`src/rtl/core/tslf_pkg.sv`:
```
// ----------------------------------------------------------------------------
// tslf_pkg
// Shared types, constants and helpers for the text stream line formatter.
// ----------------------------------------------------------------------------
package tslf_pkg;

    localparam int LINE_DIGITS_DEF  = 8;
    localparam int NUMBER_WIDTH_DEF = 6;
    localparam int MAX_OUT          = 14;
    localparam int CFG_IDX_W        = 3;

    localparam logic [7:0] CH_NL     = 8'h0A;
    localparam logic [7:0] CH_TAB    = 8'h09;
    localparam logic [7:0] CH_SPACE  = 8'h20;
    localparam logic [7:0] CH_DOLLAR = 8'h24;
    localparam logic [7:0] CH_DASH   = 8'h2D;
    localparam logic [7:0] CH_ZERO   = 8'h30;
    localparam logic [7:0] CH_QMARK  = 8'h3F;
    localparam logic [7:0] CH_M      = 8'h4D;
    localparam logic [7:0] CH_CARET  = 8'h5E;
    localparam logic [6:0] C_SPACE   = 7'd32;
    localparam logic [6:0] C_DEL     = 7'd127;
    localparam logic [7:0] CARET_OFS = 8'd64;

    typedef enum logic [CFG_IDX_W-1:0] {
        CFG_NUMBER_ALL       = 3'd0,
        CFG_NUMBER_NONBLANK  = 3'd1,
        CFG_SQUEEZE_BLANK    = 3'd2,
        CFG_SHOW_ENDS        = 3'd3,
        CFG_SHOW_TABS        = 3'd4,
        CFG_SHOW_NONPRINTING = 3'd5
    } cfg_idx_t;

    typedef struct packed {
        logic number_all;
        logic number_nonblank;
        logic squeeze_blank;
        logic show_ends;
        logic show_tabs;
        logic show_nonprinting;
    } cfg_t;

    // one formatting request, apart from the line number itself
    typedef struct packed {
        logic       num_en;
        logic       dollar;
        logic       mpre;
        logic       caret;
        logic [7:0] ch;
    } cmd_t;

    typedef enum logic [3:0] {
        PH_PAD,
        PH_DIG,
        PH_SP1,
        PH_SP2,
        PH_DOLLAR,
        PH_M,
        PH_DASH,
        PH_CARET,
        PH_CHAR
    } phase_t;

    function automatic phase_t phase_after_mdash(input cmd_t c);
        phase_t p;
        p = c.caret ? PH_CARET : PH_CHAR;
        return p;
    endfunction

    function automatic phase_t phase_after_dollar(input cmd_t c);
        phase_t p;
        p = c.mpre ? PH_M : phase_after_mdash(c);
        return p;
    endfunction

    function automatic phase_t phase_after_num(input cmd_t c);
        phase_t p;
        p = c.dollar ? PH_DOLLAR : phase_after_dollar(c);
        return p;
    endfunction

endpackage

```
`src/rtl/core/tslf_front.sv`:
```
// ----------------------------------------------------------------------------
// tslf_front
// Accepts input bytes, holds configuration and line state, squeezes blank
// lines, keeps the BCD line counter and classifies each byte into a request.
// ----------------------------------------------------------------------------
module tslf_front #(
    parameter int LINE_DIGITS  = tslf_pkg::LINE_DIGITS_DEF,
    parameter int NUMBER_WIDTH = tslf_pkg::NUMBER_WIDTH_DEF,
    localparam int CW = $clog2(((LINE_DIGITS > NUMBER_WIDTH) ? LINE_DIGITS : NUMBER_WIDTH) + 1)
) (
    input  logic                            clk,
    input  logic                            rst_n,
    input  logic                            cfg_we,
    input  logic [tslf_pkg::CFG_IDX_W-1:0]  cfg_index,
    input  logic                            cfg_data,
    input  logic                            s_tvalid,
    output logic                            s_tready,
    input  logic [7:0]                      s_tdata,
    input  logic                            s_tuser,
    input  logic                            full,
    output logic                            push,
    output tslf_pkg::cmd_t                  cmd,
    output logic [LINE_DIGITS-1:0][3:0]     num,
    output logic [CW-1:0]                   ndig
);

    localparam logic [LINE_DIGITS*4-1:0] COUNT_ONE = {{(LINE_DIGITS*4-1){1'b0}}, 1'b1};

    tslf_pkg::cfg_t cfg_reg;
    logic prev_nl_reg, prev_nl_next;
    logic [1:0] run_reg, run_next;
    logic [LINE_DIGITS-1:0][3:0] count_reg, count_next;
    logic als_reg, als_next;

    logic accept, is_nl, pn, als, drop, number_it, carry, all9;
    logic [1:0] run, run_n;
    logic [LINE_DIGITS-1:0][3:0] lc, lc_inc;
    logic [6:0] c;

    assign s_tready = !full;
    assign accept   = s_tvalid && !full;
    assign push     = accept && !drop;
    assign num      = lc;

    always_ff @(posedge clk or negedge rst_n)
    begin
        if (!rst_n)
        begin
            cfg_reg <= '0;
        end
        else if (cfg_we)
        begin
            unique case (tslf_pkg::cfg_idx_t'(cfg_index))
                tslf_pkg::CFG_NUMBER_ALL:       cfg_reg.number_all       <= cfg_data;
                tslf_pkg::CFG_NUMBER_NONBLANK:  cfg_reg.number_nonblank  <= cfg_data;
                tslf_pkg::CFG_SQUEEZE_BLANK:    cfg_reg.squeeze_blank    <= cfg_data;
                tslf_pkg::CFG_SHOW_ENDS:        cfg_reg.show_ends        <= cfg_data;
                tslf_pkg::CFG_SHOW_TABS:        cfg_reg.show_tabs        <= cfg_data;
                tslf_pkg::CFG_SHOW_NONPRINTING: cfg_reg.show_nonprinting <= cfg_data;
                default:                        cfg_reg                  <= cfg_reg;
            endcase
        end
    end

    // line state, with a file start applied first
    always_comb
    begin
        is_nl = (s_tdata == tslf_pkg::CH_NL);
        pn    = s_tuser ? 1'b1 : prev_nl_reg;
        run   = s_tuser ? 2'd0 : run_reg;
        lc    = s_tuser ? COUNT_ONE : count_reg;
        als   = s_tuser ? 1'b1 : als_reg;

        run_n = run;
        drop  = 1'b0;
        if (cfg_reg.squeeze_blank)
        begin
            if (is_nl && pn)
            begin
                run_n = (run == 2'd2) ? 2'd2 : run + 2'd1;
                drop  = (run_n > 2'd1);
            end
            else
            begin
                run_n = 2'd0;
            end
        end

        number_it = als && (cfg_reg.number_nonblank ? !is_nl : cfg_reg.number_all);

        all9 = 1'b1;
        for (int i = 0; i < LINE_DIGITS; i++)
        begin
            all9 = all9 && (lc[i] == 4'd9);
        end
        lc_inc = lc;
        carry  = 1'b1;
        for (int i = 0; i < LINE_DIGITS; i++)
        begin
            if (carry)
            begin
                if (lc[i] == 4'd9)
                begin
                    lc_inc[i] = 4'd0;
                end
                else
                begin
                    lc_inc[i] = lc[i] + 4'd1;
                    carry     = 1'b0;
                end
            end
        end
        if (all9)
        begin
            lc_inc = lc;
        end

        ndig = CW'(1);
        for (int i = 0; i < LINE_DIGITS; i++)
        begin
            if (lc[i] != 4'd0)
            begin
                ndig = CW'(i + 1);
            end
        end
    end

    always_comb
    begin
        prev_nl_next = prev_nl_reg;
        run_next     = run_reg;
        count_next   = count_reg;
        als_next     = als_reg;
        if (accept)
        begin
            run_next = run_n;
            if (drop)
            begin
                prev_nl_next = 1'b1;
                count_next   = lc;
                als_next     = als;
            end
            else
            begin
                prev_nl_next = is_nl;
                count_next   = number_it ? lc_inc : lc;
                als_next     = is_nl;
            end
        end
    end

    always_ff @(posedge clk or negedge rst_n)
    begin
        if (!rst_n)
        begin
            prev_nl_reg <= 1'b1;
            run_reg     <= 2'd0;
            count_reg   <= COUNT_ONE;
            als_reg     <= 1'b1;
        end
        else
        begin
            prev_nl_reg <= prev_nl_next;
            run_reg     <= run_next;
            count_reg   <= count_next;
            als_reg     <= als_next;
        end
    end

    // character classification
    always_comb
    begin
        c          = s_tdata[6:0];
        cmd.num_en = number_it;
        cmd.dollar = cfg_reg.show_ends && is_nl;
        cmd.mpre   = 1'b0;
        cmd.caret  = 1'b0;
        cmd.ch     = s_tdata;
        if (cfg_reg.show_nonprinting)
        begin
            cmd.mpre = s_tdata[7];
            cmd.ch   = {1'b0, c};
            if (c < tslf_pkg::C_SPACE)
            begin
                if (!(({1'b0, c} == tslf_pkg::CH_TAB && !cfg_reg.show_tabs) || is_nl))
                begin
                    cmd.caret = 1'b1;
                    cmd.ch    = {1'b0, c} + tslf_pkg::CARET_OFS;
                end
            end
            else if (c == tslf_pkg::C_DEL)
            begin
                cmd.caret = 1'b1;
                cmd.ch    = tslf_pkg::CH_QMARK;
            end
        end
    end

endmodule

```
`src/rtl/core/tslf_queue.sv`:
```
// ----------------------------------------------------------------------------
// tslf_queue
// Two-entry request queue between the front and back ends.
// ----------------------------------------------------------------------------
module tslf_queue #(
    parameter int WIDTH = 8
) (
    input  logic             clk,
    input  logic             rst_n,
    input  logic             push,
    input  logic [WIDTH-1:0] din,
    input  logic             pop,
    output logic [WIDTH-1:0] dout,
    output logic             empty,
    output logic             full
);

    localparam int DEPTH = 2;

    logic [DEPTH-1:0][WIDTH-1:0] mem_reg;
    logic wr_ptr_reg, wr_ptr_next, rd_ptr_reg, rd_ptr_next;
    logic [1:0] count_reg, count_next;
    logic do_push, do_pop;

    assign empty   = (count_reg == 2'd0);
    assign full    = (count_reg == 2'(DEPTH));
    assign do_push = push && !full;
    assign do_pop  = pop && !empty;
    assign dout    = mem_reg[rd_ptr_reg];

    always_comb
    begin
        wr_ptr_next = do_push ? !wr_ptr_reg : wr_ptr_reg;
        rd_ptr_next = do_pop ? !rd_ptr_reg : rd_ptr_reg;
        count_next  = count_reg + {1'b0, do_push} - {1'b0, do_pop};
    end

    always_ff @(posedge clk)
    begin
        if (do_push)
        begin
            mem_reg[wr_ptr_reg] <= din;
        end
    end

    always_ff @(posedge clk or negedge rst_n)
    begin
        if (!rst_n)
        begin
            wr_ptr_reg <= 1'b0;
            rd_ptr_reg <= 1'b0;
            count_reg  <= 2'd0;
        end
        else
        begin
            wr_ptr_reg <= wr_ptr_next;
            rd_ptr_reg <= rd_ptr_next;
            count_reg  <= count_next;
        end
    end

endmodule

```
`src/rtl/core/tslf_back.sv`:
```
// ----------------------------------------------------------------------------
// tslf_back
// Expands one request into its output bytes: number padding and digits,
// separator, end marker, M- prefix, caret and the character itself.
// ----------------------------------------------------------------------------
module tslf_back #(
    parameter int LINE_DIGITS  = tslf_pkg::LINE_DIGITS_DEF,
    parameter int NUMBER_WIDTH = tslf_pkg::NUMBER_WIDTH_DEF,
    localparam int CW = $clog2(((LINE_DIGITS > NUMBER_WIDTH) ? LINE_DIGITS : NUMBER_WIDTH) + 1)
) (
    input  logic                        clk,
    input  logic                        rst_n,
    input  logic                        empty,
    input  tslf_pkg::cmd_t              cmd,
    input  logic [LINE_DIGITS-1:0][3:0] num,
    input  logic [CW-1:0]               ndig,
    output logic                        pop,
    output logic                        m_tvalid,
    input  logic                        m_tready,
    output logic [7:0]                  m_tdata,
    output logic                        m_tlast
);

    localparam int DIW = $clog2(LINE_DIGITS);
    localparam int EW  = $clog2(tslf_pkg::MAX_OUT);

    tslf_pkg::phase_t phase_reg, phase_next, cur_phase;
    logic [CW-1:0] cnt_reg, cnt_next, cur_cnt, cnt_dec;
    logic busy_reg, busy_next;
    logic [EW-1:0] emit_cnt_reg, emit_cnt_next;
    logic out_valid_reg, out_valid_next;
    logic [7:0] out_byte_reg, out_byte;
    logic out_last_reg;
    logic advance, emit, last;

    assign advance  = !out_valid_reg || m_tready;
    assign emit     = advance && !empty;
    assign pop      = emit && last;
    assign m_tvalid = out_valid_reg;
    assign m_tdata  = out_byte_reg;
    assign m_tlast  = out_last_reg;
    assign cnt_dec  = cur_cnt - CW'(1);

    // current phase: held mid-request, else the first phase of the head request
    always_comb
    begin
        cur_phase = phase_reg;
        cur_cnt   = cnt_reg;
        if (!busy_reg)
        begin
            if (cmd.num_en)
            begin
                if (CW'(NUMBER_WIDTH) > ndig)
                begin
                    cur_phase = tslf_pkg::PH_PAD;
                    cur_cnt   = CW'(NUMBER_WIDTH) - ndig;
                end
                else
                begin
                    cur_phase = tslf_pkg::PH_DIG;
                    cur_cnt   = ndig;
                end
            end
            else
            begin
                cur_phase = tslf_pkg::phase_after_num(cmd);
                cur_cnt   = '0;
            end
        end
        last = (cur_phase == tslf_pkg::PH_CHAR) ||
               (emit_cnt_reg == EW'(tslf_pkg::MAX_OUT - 1));
    end

    // next state
    always_comb
    begin
        phase_next = cur_phase;
        cnt_next   = cur_cnt;
        unique case (cur_phase)
            tslf_pkg::PH_PAD:
            begin
                if (cur_cnt == CW'(1))
                begin
                    phase_next = tslf_pkg::PH_DIG;
                    cnt_next   = ndig;
                end
                else
                begin
                    cnt_next = cnt_dec;
                end
            end
            tslf_pkg::PH_DIG:
            begin
                if (cur_cnt == CW'(1))
                begin
                    phase_next = tslf_pkg::PH_SP1;
                end
                else
                begin
                    cnt_next = cnt_dec;
                end
            end
            tslf_pkg::PH_SP1:    phase_next = tslf_pkg::PH_SP2;
            tslf_pkg::PH_SP2:    phase_next = tslf_pkg::phase_after_num(cmd);
            tslf_pkg::PH_DOLLAR: phase_next = tslf_pkg::phase_after_dollar(cmd);
            tslf_pkg::PH_M:      phase_next = tslf_pkg::PH_DASH;
            tslf_pkg::PH_DASH:   phase_next = tslf_pkg::phase_after_mdash(cmd);
            tslf_pkg::PH_CARET:  phase_next = tslf_pkg::PH_CHAR;
            tslf_pkg::PH_CHAR:   phase_next = tslf_pkg::PH_CHAR;
            default:             phase_next = tslf_pkg::PH_CHAR;
        endcase

        busy_next      = busy_reg;
        emit_cnt_next  = emit_cnt_reg;
        out_valid_next = m_tready ? 1'b0 : out_valid_reg;
        if (emit)
        begin
            out_valid_next = 1'b1;
            busy_next      = !last;
            emit_cnt_next  = last ? '0 : emit_cnt_reg + EW'(1);
        end
    end

    // outputs
    always_comb
    begin
        unique case (cur_phase)
            tslf_pkg::PH_PAD,
            tslf_pkg::PH_SP1,
            tslf_pkg::PH_SP2:    out_byte = tslf_pkg::CH_SPACE;
            tslf_pkg::PH_DIG:    out_byte = tslf_pkg::CH_ZERO + {4'd0, num[cnt_dec[DIW-1:0]]};
            tslf_pkg::PH_DOLLAR: out_byte = tslf_pkg::CH_DOLLAR;
            tslf_pkg::PH_M:      out_byte = tslf_pkg::CH_M;
            tslf_pkg::PH_DASH:   out_byte = tslf_pkg::CH_DASH;
            tslf_pkg::PH_CARET:  out_byte = tslf_pkg::CH_CARET;
            tslf_pkg::PH_CHAR:   out_byte = cmd.ch;
            default:             out_byte = cmd.ch;
        endcase
    end

    always_ff @(posedge clk)
    begin
        if (emit)
        begin
            out_byte_reg <= out_byte;
            out_last_reg <= last;
            phase_reg    <= phase_next;
            cnt_reg      <= cnt_next;
        end
    end

    always_ff @(posedge clk or negedge rst_n)
    begin
        if (!rst_n)
        begin
            busy_reg      <= 1'b0;
            emit_cnt_reg  <= '0;
            out_valid_reg <= 1'b0;
        end
        else
        begin
            busy_reg      <= busy_next;
            emit_cnt_reg  <= emit_cnt_next;
            out_valid_reg <= out_valid_next;
        end
    end

endmodule

```
`src/rtl/core/text_stream_line_formatter.sv`:
```
// ----------------------------------------------------------------------------
// text_stream_line_formatter
// Byte-stream line formatter: blank-line squeeze, line numbering, end
// markers and caret / M- display of non-printing bytes.
// ----------------------------------------------------------------------------
// One input byte is taken per cycle while the two-entry request queue has
// room. The output side delivers one byte per cycle unless m_tready stalls it;
// an input byte that formats to n bytes (1 to 14) holds the back end for all
// n, and a plain byte stream runs at one byte per cycle end to end while
// unstalled. A squeezed newline produces no output. Configuration writes
// take effect on the next cycle and must be made while the stream is idle.
module text_stream_line_formatter #(
    parameter int LINE_DIGITS  = tslf_pkg::LINE_DIGITS_DEF,
    parameter int NUMBER_WIDTH = tslf_pkg::NUMBER_WIDTH_DEF
) (
    input  logic                           clk,
    input  logic                           rst_n,
    input  logic                           cfg_we,
    input  logic [tslf_pkg::CFG_IDX_W-1:0] cfg_index,
    input  logic                           cfg_data,
    input  logic                           s_tvalid,
    output logic                           s_tready,
    input  logic [7:0]                     s_tdata,   // data_byte
    input  logic                           s_tuser,   // file_start
    output logic                           m_tvalid,
    input  logic                           m_tready,
    output logic [7:0]                     m_tdata,   // out_byte
    output logic                           m_tlast    // last_of_run
);

    localparam int CW = $clog2(((LINE_DIGITS > NUMBER_WIDTH) ? LINE_DIGITS : NUMBER_WIDTH) + 1);
    localparam int CMD_W = $bits(tslf_pkg::cmd_t);
    localparam int QW = CMD_W + LINE_DIGITS * 4 + CW;

    tslf_pkg::cmd_t f_cmd, b_cmd;
    logic [LINE_DIGITS-1:0][3:0] f_num, b_num;
    logic [CW-1:0] f_ndig, b_ndig;
    logic push, pop, empty, full;
    logic [QW-1:0] q_din, q_dout;

    assign q_din  = {f_cmd, f_num, f_ndig};
    assign b_cmd  = q_dout[QW-1 -: CMD_W];
    assign b_num  = q_dout[CW +: LINE_DIGITS*4];
    assign b_ndig = q_dout[CW-1:0];

    tslf_front #(
        .LINE_DIGITS  (LINE_DIGITS),
        .NUMBER_WIDTH (NUMBER_WIDTH)
    ) u_front (
        .clk       (clk),
        .rst_n     (rst_n),
        .cfg_we    (cfg_we),
        .cfg_index (cfg_index),
        .cfg_data  (cfg_data),
        .s_tvalid  (s_tvalid),
        .s_tready  (s_tready),
        .s_tdata   (s_tdata),
        .s_tuser   (s_tuser),
        .full      (full),
        .push      (push),
        .cmd       (f_cmd),
        .num       (f_num),
        .ndig      (f_ndig)
    );

    tslf_queue #(
        .WIDTH (QW)
    ) u_queue (
        .clk   (clk),
        .rst_n (rst_n),
        .push  (push),
        .din   (q_din),
        .pop   (pop),
        .dout  (q_dout),
        .empty (empty),
        .full  (full)
    );

    tslf_back #(
        .LINE_DIGITS  (LINE_DIGITS),
        .NUMBER_WIDTH (NUMBER_WIDTH)
    ) u_back (
        .clk      (clk),
        .rst_n    (rst_n),
        .empty    (empty),
        .cmd      (b_cmd),
        .num      (b_num),
        .ndig     (b_ndig),
        .pop      (pop),
        .m_tvalid (m_tvalid),
        .m_tready (m_tready),
        .m_tdata  (m_tdata),
        .m_tlast  (m_tlast)
    );

endmodule

```
`config.mk`:
```
export PLATFORM = sky130hd
export DESIGN_NAME = text_stream_line_formatter
export DESIGN_NICKNAME = d
export VERILOG_FILES = /design/src/rtl/core/tslf_pkg.sv /design/src/rtl/core/tslf_front.sv /design/src/rtl/core/tslf_queue.sv /design/src/rtl/core/tslf_back.sv /design/src/rtl/core/text_stream_line_formatter.sv
export SDC_FILE = /design/constraint.sdc
export NUM_CORES = 1
export LEC_CHECK = 0
export ABC_AREA = 1
export BUFFER_PORTS_ARGS = -buffer_cell sky130_fd_sc_hd__buf_2
export CAP_MARGIN = 20
export CELL_PAD_IN_SITES_DETAIL_PLACEMENT = 0
export CELL_PAD_IN_SITES_GLOBAL_PLACEMENT = 1
export CORE_ASPECT_RATIO = 0.9
export CORE_MARGIN = 2
export CORE_UTILIZATION = 43
export DETAILED_ROUTE_END_ITERATION = 12
export PLACE_DENSITY_LB_ADDON = 0.1
export SLEW_MARGIN = 10
export SYNTH_ARGS = -nofsm -noshare
export SYNTH_HDL_FRONTEND = slang
export SYNTH_SLANG_ARGS = --single-unit
export TNS_END_PERCENT = 30
```
`constraint.sdc`:
```
create_clock -name clk -period 3.5 [get_ports clk]
set_input_delay 0.7 -clock clk [delete_from_list [all_inputs] [get_ports clk]]
set_output_delay 0.7 -clock clk [all_outputs]
set_load 0.005 [all_outputs]
```
; ---- Word level (Yosys, flattened, before mapping)
; Cells that the tools add are included.
[word_totals]
input_bits = 18
regBits = 165
elab_cells = 208
[classes]
reduce_logical = 48
mux = 80
order_cmp = 7
add_sub_neg = 16
n_eq_ne = 28
[op_table]
columns = operator, count
row1 = two-way mux 48 bit, 3
row2 = two-way mux 32 bit, 4
row3 = two-way mux 4 bit, 30
row4 = bitwise mux 96 bit, 1
row5 = demux 48 bit (select 1 bit), 1
row6 = one-hot mux 8 bit (6 select lines), 1
row7 = equality test 4 bit (second input constant), 10
row8 = adder 4 x 1 -> 4 bit (second input constant), 9
row9 = one-hot mux 4 bit (7 select lines), 1
row10 = nonzero test 4 bit, 7
row11 = two-way mux 9 bit, 3
row12 = two-way mux 1 bit, 23
row13 = logical AND 1 bit, 18
row14 = equality test 4 x 3 -> 1 bit (second input constant), 4
row15 = binary-select mux 4 bit (select 3 bit), 1
row16 = two-way mux 2 bit, 6
row17 = two-way mux 3 bit, 4
row18 = AND reduction 2 bit, 6
row19 = two-way mux 10 bit, 1
row20 = logical NOT 1 bit, 9
row21 = adder 7 x 7 -> 8 bit (second input constant), 1
row22 = equality test 4 x 1 -> 1 bit (second input constant), 2
row23 = equality test 4 x 2 -> 1 bit (second input constant), 2
row24 = equality test 8 x 4 -> 1 bit (second input constant), 1
row25 = other kinds (25), 31

; ---- Depth between registers and ports, before layout
[depth]
ltp_word = 13
mapped_depth = 22

; ---- By module
; Synthesis repeated with hierarchy kept, for this count alone.
[unflattened]
cells_unflattened = 1056
hier_area_um2 = 8800.9
[modules_own_cells]
columns = module, area_each_um2, cells_per_inst, instances, seq_area_each_um2
row1 = tslf_queue, 3733.6, 285, 1, 2982.9
row2 = tslf_front, 3141.8, 497, 1, 1054.8
row3 = tslf_back, 1925.6, 274, 1, 660.6

; ---- Worst setup path after synthesis
; No wires, ideal clock.
[synth_timing]
kind = input to register
startpoint = in s_tuser
endpoint = reg u_queue.mem_reg[48] (netlist name), enable pin
n_path_buf = 2
stages = 10
arrival_time_ns = 3.755
path_slack_ns = -0.710
path_cell_list = inv_2 -> buf_6 -> buf_4 -> nand2_1 -> ha_1 -> nand2_1 -> nor2_2 -> inv_1 -> nand2_1 -> nor2_1
[synth_between]
elab_chain_cells = 9
[synth_lines]
columns = element, line_no
row1 = "start, declared", text_stream_line_formatter.sv:24  ; input logic s_tuser,
row2 = two-way mux 2 bit, tslf_front.sv:70  ; run = s_tuser ? 2'd0 : run_reg;
row3 = adder 2 x 1 -> 2 bit or equality test 2 bit (tied branches), tslf_front.sv:80  ; run_n = (run == 2'd2) ? 2'd2 : run + 2'd1;
row4 = two-way mux 2 bit, tslf_front.sv:80
row5 = > comparator 2 x 1 -> 1 bit, tslf_front.sv:81  ; drop = (run_n > 2'd1);
row6 = two-way mux 1 bit *, tslf_front.sv:78  ; if (is_nl && pn)
row7 = two-way mux 1 bit *, tslf_front.sv:76  ; if (cfg_reg.squeeze_blank)
row8 = logical NOT 1 bit *, tslf_front.sv:42  ; assign push = accept && !drop;
row9 = logical AND 1 bit *, tslf_front.sv:42
row10 = logical AND 1 bit *, tslf_queue.sv:27  ; assign do_push = push && !full;
row11 = "end signal, assigned by index", tslf_queue.sv:42  ; mem_reg[wr_ptr_reg] <= din;
row12 = "end, declared", tslf_queue.sv:20  ; logic [DEPTH-1:0][WIDTH-1:0] mem_reg;
; Mark *: on every way between the ends. The rest lies on a longest branch, timed or not.
; A chain may end at the register's enable or synchronous reset.

; ---- Final worst setup path
[layout_timing]
startpoint = reg u_queue.rd_ptr_reg
endpoint = reg u_back.out_byte_reg[2] (netlist: u_back.m_tdata[2]), data pin
[layout_between]
elab_chain_cells = 11
[layout_lines]
columns = element, line_no
row1 = "start, declared", tslf_queue.sv:21  ; logic wr_ptr_reg, wr_ptr_next, rd_ptr_reg, rd_ptr_next;
row2 = "start signal, assigned", tslf_queue.sv:57  ; rd_ptr_reg <= rd_ptr_next;
row3 = two-way mux 48 bit (implied by the code) * (2 in a row), tslf_queue.sv:29  ; assign dout = mem_reg[rd_ptr_reg];
row4 = subtractor 3 x 4 -> 4 bit or > comparator 3 x 4 -> 1 bit (tied branches), "tslf_back.sv:56, tslf_back.sv:53"
row5 = two-way mux 4 bit, tslf_back.sv:53  ; if (CW'(NUMBER_WIDTH) > ndig)
row6 = two-way mux 4 bit, tslf_back.sv:51  ; if (cmd.num_en)
row7 = two-way mux 4 bit, tslf_back.sv:49  ; if (!busy_reg)
row8 = subtractor 4 x 1 -> 4 bit, tslf_back.sv:42  ; assign cnt_dec = cur_cnt - CW'(1);
row9 = binary-select mux 4 bit (select 3 bit), tslf_back.sv:131  ; tslf_pkg::PH_DIG: out_byte = tslf_pkg::CH_ZERO + {4'd0, num[cnt_dec[DIW-1:0]]};
row10 = two-way mux 4 bit (implied by the code), tslf_back.sv:131
row11 = adder 6 x 4 -> 7 bit, tslf_back.sv:131
row12 = one-hot mux 8 bit (6 select lines) *, tslf_back.sv:127  ; unique case (cur_phase)
row13 = via u_back.out_byte[2], tslf_back.sv:32  ; logic [7:0] out_byte_reg, out_byte;
row14 = "end signal, assigned", tslf_back.sv:145  ; out_byte_reg <= out_byte;
row15 = "end, declared", tslf_back.sv:32
; Mark *: on every way through the listed nets, which the timed path passes. The rest lies on a longest branch. The select of a mux whose other input is x is not followed.

==> results.ini <==
[status]
status = complete, no violations

[yosys]
seq_area_frac_synth_pct = 52.3
synth_area_leaders = edfxtp_1 38%, dfrtp_1 14%, nand2_1 13%
yosysTopAreaCell = edfxtp_1
syn_nets = 1121
syn_inst = 1093
synthArstFlopShare_pct = 31.5
synth_top_cell_area_share_pct = 37.7
ys_ff_latch = 165
synth_edf_count = 113
yosys.cell_types.count = 49
synth_area_per_cell_um2 = 8.23
synth_ff_type = edfxtp_1
syn-cell-area_um2 = 8990
yosys_warnings = 0
synth.most_common_cell = nand2_1
synthTopCellsByCount = 314 x nand2_1, 189 x nor2_1, 113 x edfxtp_1

[grt]
grt_usage_pct = 21.1
grt_pass1_vias = 6530
antenna_found_initial = 0
grt_max_degree = 49
grt_pass1_wl_um = 35600
grt_overflow = 0

[timing]
skew_ns = 0.0130
finalCritPeriodShare_pct = 89.9
postLayoutSetupSlackWorst_ns = 0.352
rsz0062_at_grt = false
slew_viol_final = 0
setup_viol = 0
fin_hold_ws_ns = 0.257
period_needed_ns = 3.15
worst_pin_slew_ns = 0.944
fmax_mhz = 318
hold_viol = 0
slew_headroom_pct = 36.4
setup-tns-final_ns = 0

[final_layout]
utilization_pct = 48.9
area_growth_pct = 12.4
fin_nets = 1151
fin_cells = 1396
n_antenna_cell = 0
layout-drive-gt1-share_pct = 12.7
largest_reg_flops = 96
final_area_um2 = 10100

[drt]
wl_per_cell_um = 15.9
via_count = 6974
route.detailed.drc = 0
drtPass1Iterations = 4
via_per_inst = 5.00
wirelength_um = 22100
postRouteAntennaNets = 0
drt_iter0_drc = 427

[setup_path]
required_ns = 3.79
end_kind = flip-flop
cp_max_fo = 9
regToRegSetupSlack_ns = 0.35
arrival_ns = 3.44
worstSetupPathType = reg2reg
startpoint_type = flip-flop

[placed_design]
io_buffer_count = 28
place_area_um2 = 9460
dp.cells = 1364
post-place-ws_ns = 0.280
dp_hpwl_um = 15600
place_congestion = 0.832

[clock_network]
cts_setup_buffers = 0
clkTransAtPathRegs_ns = 0.07
worst_skew_pair.late_latency_ns = 0.43
cts_made_buffers = 17
cts.path.max_buffers = 2
cts.sinks = 165
h-tree-depth = 4
cts_tree = built
clockRootBuffer = clkbuf_16
ctsResizeCount = 0
hold_buffers = 0

[pwr]
power-per-cell-area_nw_per_um2 = 805
ir_drop_uv = 329
leakage_nw = 4.49
power_mw = 8.13

[floorplanning]
initial_core_util_pct = 43.6
die-area_um2 = 22100
coreArea_um2 = 20600
chipWidth_um = 156
dieHeight_um = 141
ios = 29
num_rows = 50

[hold_path]
hold_class = in2async

[run]
max-cap-violations = 0

## where the power goes
group	internal, mW	total [mW]	switching [mW]
Clock	1.21	2.02	0.807
Combinational	0.991	3.21	2.22
Sequential	2.72	2.91	0.186
Total	4.92	8.13	3.21
## layout by cell type, fill, tap and decap left out, types with 10 or more instances in the layout
| cell type | Yosys | final |
|---|---|---|
| dfrtp_1 | 49 | 49 |
| o21ai_1 | 14 | 14 |
| inv_2 | 12 | 12 |
| nand4_1 | 10 | 10 |
| o21ai_0 | 43 | 43 |
| edfxtp_1 | 113 | 113 |
| a21oi_1 | 15 | 15 |
| buf_2 | 11 | 28 |
| nand3_1 | 78 | 78 |
| nand2_1 | 314 | 314 |
| clkbuf_16 | 0 | 17 |
| ha_1 | 10 | 10 |
| buf_4 | 1 | 16 |
| nor2_4 | 11 | 13 |
| nor2_1 | 189 | 187 |
| inv_1 | 108 | 108 |
## path summary, 6_finish.rpt
check | depth (start not counted) | to | from
max in group asynchronous | 2 | u_back.emit_cnt_reg[2] | rst_n
min | 1 | u_front.count_reg[16] | rst_n
max reg2reg | 20 | u_back.m_tdata[2] | u_queue.rd_ptr_reg
max | 20 | u_back.m_tdata[2] | u_queue.rd_ptr_reg
min in group clk | 2 | u_front.cfg_reg[2] | u_front.cfg_reg[2]
min reg2reg | 2 | u_front.cfg_reg[2] | u_front.cfg_reg[2]
## critical path: stages (launching register included)
cell and delay (ns):
dfrtp_1 0.43, inv_2 0.06, or2_2 0.26, o21ai_0 0.13, inv_1 0.13, ha_1 0.23
inv_1 0.07, nand2_1 0.05, nand2_1 0.08, nand2_1 0.07, nand2_1 0.06, nand3_1 0.07
nand2_1 0.11, inv_1 0.07, ha_1 0.50, clkinvlp_4 0.29, nand3_1 0.14, o21ai_0 0.08
nand2_1 0.06, nand3_1 0.07, nand3_1 0.07
## final cells by class
type	count	area, um2
inverter	122	462
multi-input combinational	770	3670
clock buffer	19	433
tap	260	325
fill	2054	10500
timing repair buffer	47	312
sequential	165	4700
clock inverter	13	198
## logic make-up after synthesis
kind of cell,Yosys count,share of synthesized area [%]
adders and majority gates,10,1.39
buffers and inverters,158,7.04
DFF,165,52.3
xor gates and xnor gates,9,0.877
AOI/OAI and AO/OA,101,6.97
and+or+nand+nor,650,31.5
## routing by layer
layer / global-route usage, % / wire length, um
met4: 4.01 / 151
met5: 0 / 0
met3: 3.57 / 786
met1: 32.5 / 11600
met2: 31.3 / 9560
No activity file was read; power rests on OpenSTA's default activity.
